--- src/rtl/jfsd_ram.sv ---
// Generic single-write, single-read RAM with registered read data.
// No dependencies.
`default_nettype none
module jfsd_ram #(
    parameter int WIDTH = 8,
    parameter int DEPTH = 256
) (
    input  wire logic                     clk,
    input  wire logic                     we,
    input  wire logic [$clog2(DEPTH)-1:0] waddr,
    input  wire logic [WIDTH-1:0]         wdata,
    input  wire logic [$clog2(DEPTH)-1:0] raddr,
    output logic      [WIDTH-1:0]         rdata
);

    logic [WIDTH-1:0] mem [DEPTH];

    always_ff @(posedge clk)
    begin
        if (we)
        begin
            mem[waddr] <= wdata;
        end
        rdata <= mem[raddr];
    end

endmodule
`default_nettype wire

--- config.mk ---
export PLATFORM = sky130hd
export DESIGN_NAME = jfsd_ram
export DESIGN_NICKNAME = d
export VERILOG_FILES = /design/src/rtl/jfsd_ram.sv
export SDC_FILE = /design/constraint.sdc
export NUM_CORES = 2
export LEC_CHECK = 0
export ABC_CLOCK_PERIOD_IN_PS = 6750
export BUFFER_PORTS_ARGS = -buffer_cell sky130_fd_sc_hd__buf_2
export CAP_MARGIN = 20
export CORE_UTILIZATION = 55
export DETAILED_ROUTE_END_ITERATION = 6
export MAX_ROUTING_LAYER = met4
export PLACE_DENSITY = 0.73
export SYNTH_ARGS = -nofsm -noshare
export SYNTH_HDL_FRONTEND = slang
export SYNTH_SLANG_ARGS = --single-unit
--- constraint.sdc ---
create_clock -name clk -period 6.75 [get_ports clk]
set_input_delay 0.675 -clock clk [delete_from_list [all_inputs] [get_ports clk]]
set_output_delay 0.675 -clock clk [all_outputs]
set_load 0.005 [all_outputs]
==> results.sh <==
export IMPL_outcome="finished clean"
export IMPL_numCtsBuffers=193
export IMPL_grt_overflow=0
export IMPL_slew_violations=0
export IMPL_critPathLaunchType="input port"
export IMPL_clk_pin_slew_ns=0.07
export IMPL_p_int_uw=20400
export IMPL_port_buffers=33
export IMPL_drive_gt1_share_pct=21.6
export IMPL_yosysUniqueCellTypes=55
export IMPL_tns_ns=0
export IMPL_dpl_hpwl_um=111000
export IMPL_clock_sinks=2056
export IMPL_synthArstFlopShare_pct=0
export IMPL_rows=139
export IMPL_grt_pass1_vias=38800
export IMPL_dr_pass1_iters=6
export IMPL_tightest_slew_ns=1.20
export IMPL_cts_tree="yes"
export IMPL_path_max_fanout=57
export IMPL_use_met3_pct=4.68
export IMPL_holdCritPathClass="input port to flop"
export IMPL_netSwitchingPower_uw=5470
export IMPL_grt_first_pass_wirelength_um=272000
export IMPL_critPathSlowestCell="nor3_1"
export IMPL_netlist_area_sq_um=79600
export IMPL_grt_usage_pct=26.8
export IMPL_p_clk_share_pct=40.8
export IMPL_path_cells="buf_8 > buf_12 > mux4_2 > a22o_1 > a221oi_1 > o32ai_1 > nor3_1 > nor4_1"
export IMPL_seqPwrFrac_pct=54.5
export IMPL_worstPathRequired_ns=7.42
export IMPL_start_util_pct=55.4
export IMPL_grt_met1_usage_pct=37.9
export IMPL_cts_root_buf="clkbuf_16"
export IMPL_antenna_left=0
export IMPL_fin_skew_ns=0.0325
export IMPL_slowest_delay_ns=0.79
export IMPL_fp_dieW_um=382
export IMPL_use_met2_pct=40.2
export IMPL_final_min_clock_period_ns=3.72
export IMPL_insertion_delay_ns=0.83
export IMPL_drv_cap=0
export IMPL_period_share_pct=55.2
export IMPL_power_density_nw_per_um2=295
export IMPL_detail_route_iter0_violations=5999
export IMPL_wl_per_cell_um=31.9
export IMPL_switching_share_pct=21.1
export IMPL_cts_repair_resized=0
export IMPL_die_h_um=382
export IMPL_die_area_sq_um=146000
export IMPL_critical_path_top_delay_family="compound AO/OA/AOI/OAI gates"
export IMPL_coreArea_sq_um=143000
export IMPL_vias=39200
export IMPL_gp_congestion=0.873
export IMPL_max_slew_margin_pct=19.6
export IMPL_ys_flop_type="edfxtp_1"
export IMPL_cts_setup_buffers=0
export IMPL_cts_htree_levels=4
export IMPL_synth_area_per_cell_sq_um=21.3
export IMPL_drc=0
export IMPL_area_delta_synth_final_pct=10.2
export IMPL_synth_edf_count=2048
export IMPL_worst_slack_ns=3.03
export IMPL_rsz0062_at_grt="no"
export IMPL_combPwrFrac_pct=4.7
export IMPL_p_leak_uw=0.0268
export IMPL_ios=34
export IMPL_yosys_warnings=0
export IMPL_clockBufferDepth=3
export IMPL_synthCells=3733
export IMPL_cts_hold_buffers=0
export IMPL_place_ws_ns=2.22
export IMPL_setup_viol=0
export IMPL_totalWireLength_um=188000
export IMPL_syn_num_nets=3759
export IMPL_crit_path_end_kind="flop"
export IMPL_max_freq_mhz=269
export IMPL_seq_area_frac_synth_pct=77.5
export IMPL_vias_per_cell=6.67
export IMPL_grt_max_degree=179
export IMPL_hold_viol_final=0
export IMPL_busiest_layer="met2"
export IMPL_criticalPathCategory="input port to flop"
export IMPL_worst_ir_drop_vdd_uv=319
export IMPL_ys_seq_elements=2056
export IMPL_path_buf_inv=2
export IMPL_antenna_found_initial=9
export IMPL_fin_nets=3832
export IMPL_worstPathArrival_ns=4.40
==> cells in the final DEF, fill, tap and decap left out, drive strengths merged, types with 10 or more instances in the layout <==
cell type  Yosys  routed
clkbuf       111     253
mux2i        134     134
a22oi        133     133
o21ai         12      12
clkinv         1      85
nand3         34      34
nor3          22      22
mux4         456     456
edfxtp      2048    2048
o211ai        10      10
bufinv         0      14
nor2b         31      31
nand4         10      10
a221oi        14      14
buf          122     103
o221ai        47      47
nor2         282     282
nor4          27      27
nand2         33      33
diode          0      10
a211oi        16      16
o22ai         28      28
a21oi         96      96
==> cells in the mapped netlist, types with 13 or more instances <==
| master | instances | share of area (%) |
|---|---|---|
| a211oi_1 | 16 | 0.15 |
| a21oi_1 | 96 | 0.60 |
| a221oi_1 | 13 | 0.14 |
| a22oi_1 | 133 | 1.3 |
| buf_1 | 22 | 0.10 |
| buf_2 | 31 | 0.20 |
| buf_4 | 27 | 0.25 |
| buf_6 | 21 | 0.30 |
| buf_8 | 13 | 0.25 |
| clkbuf_1 | 111 | 0.52 |
| edfxtp_1 | 2048 | 77 |
| mux2i_1 | 134 | 1.7 |
| mux4_2 | 454 | 13 |
| nand2_1 | 33 | 0.16 |
| nand3_1 | 34 | 0.21 |
| nor2_1 | 282 | 1.3 |
| nor2b_1 | 31 | 0.24 |
| nor3_1 | 22 | 0.14 |
| nor4_1 | 24 | 0.19 |
| o221ai_1 | 46 | 0.51 |
| o22ai_1 | 28 | 0.22 |
==> power by group through the flow <==
stage          registers, uW  logic [uW]  clock network, uW
4_1_cts                14100        1210              10600
2_1_floorplan          14400         684                  0
5_1_grt                14100        1270              11100
3_3_place_gp           14400        1180                  0
6_report               14100        1220              10600
3_5_place_dp           14400        1210                  0
==> flip-flops by register name, summed over array words and instances, names as in the netlist <==
register  flops
rdata         8
mem        2048
==> path summary, 6_finish.rpt <==
check / start / end / slack (ns) / cells past startpoint
max: raddr[0] / rdata[5]$_DFF_P_ / 3.03 / 8
min: wdata[0] / mem[105][0]$_DFFE_PP_ / 0.40 / 1
max reg2reg: mem[210][5]$_DFFE_PP_ / rdata[5]$_DFF_P_ / 3.67 / 6
min reg2reg: mem[11][2]$_DFFE_PP_ / rdata[2]$_DFF_P_ / 1.06 / 5
==> worst reg2reg max path, stage by stage, from the launching register on <==
cell and delay [ns]:
edfxtp_1 0.38, mux4_2 0.47, a22o_1 0.27, a221oi_1 0.57
o32ai_1 0.32, nor3_1 0.79, nor4_1 0.13
==> final cells by class <==
type                            count  area, sq um
Inverter                            2         7.51
Sequential cell                  2056        61700
Timing Repair Buffer              111         1000
Fill cell                        9618        55800
Clock buffer                      245         5130
Multi-Input combinational cell   1442        16500
Clock inverter                    109          967
Antenna cell                       10         25.0
Tap cell                         1903         2380
==> stage by stage <==
stage               area [sq um]  power, uW  hold slack, ns  util [%]  std cells
global route               87700      26500           0.439      61.1       5877
finish                     87700      25900           0.400      61.1       5878
detailed placement         81500      15600            1.05      56.8       5512
floorplan                  79600      15000           0.770         -       3733
CTS                        87600      25900           0.404      61.1       5866
global placement           81500      15600            1.03      56.8       5507
==> logic make-up (layout without fill, tap and decap cells) <==
logic type             count (synthesis)  after routing  synth area share, %
and+or+nand+nor                      466            466                 2.63
AOI/OAI and AO/OA                    385            385                 3.42
muxes                                591            591                 14.6
buffers and inverters                235            467                 1.83
other                                  0             10                    0
DFF                                 2056           2056                 77.5
==> metal layers <==
metal,part of all wire (%),up-vias,routed length (um)
met5,0,-,0
met3,10,349,19700
met2,48,2469,89900
met1,38,20500,71900
li1,-,15900,-
met4,3.3,0,6280
No activity file was read; power rests on OpenSTA's default activity.
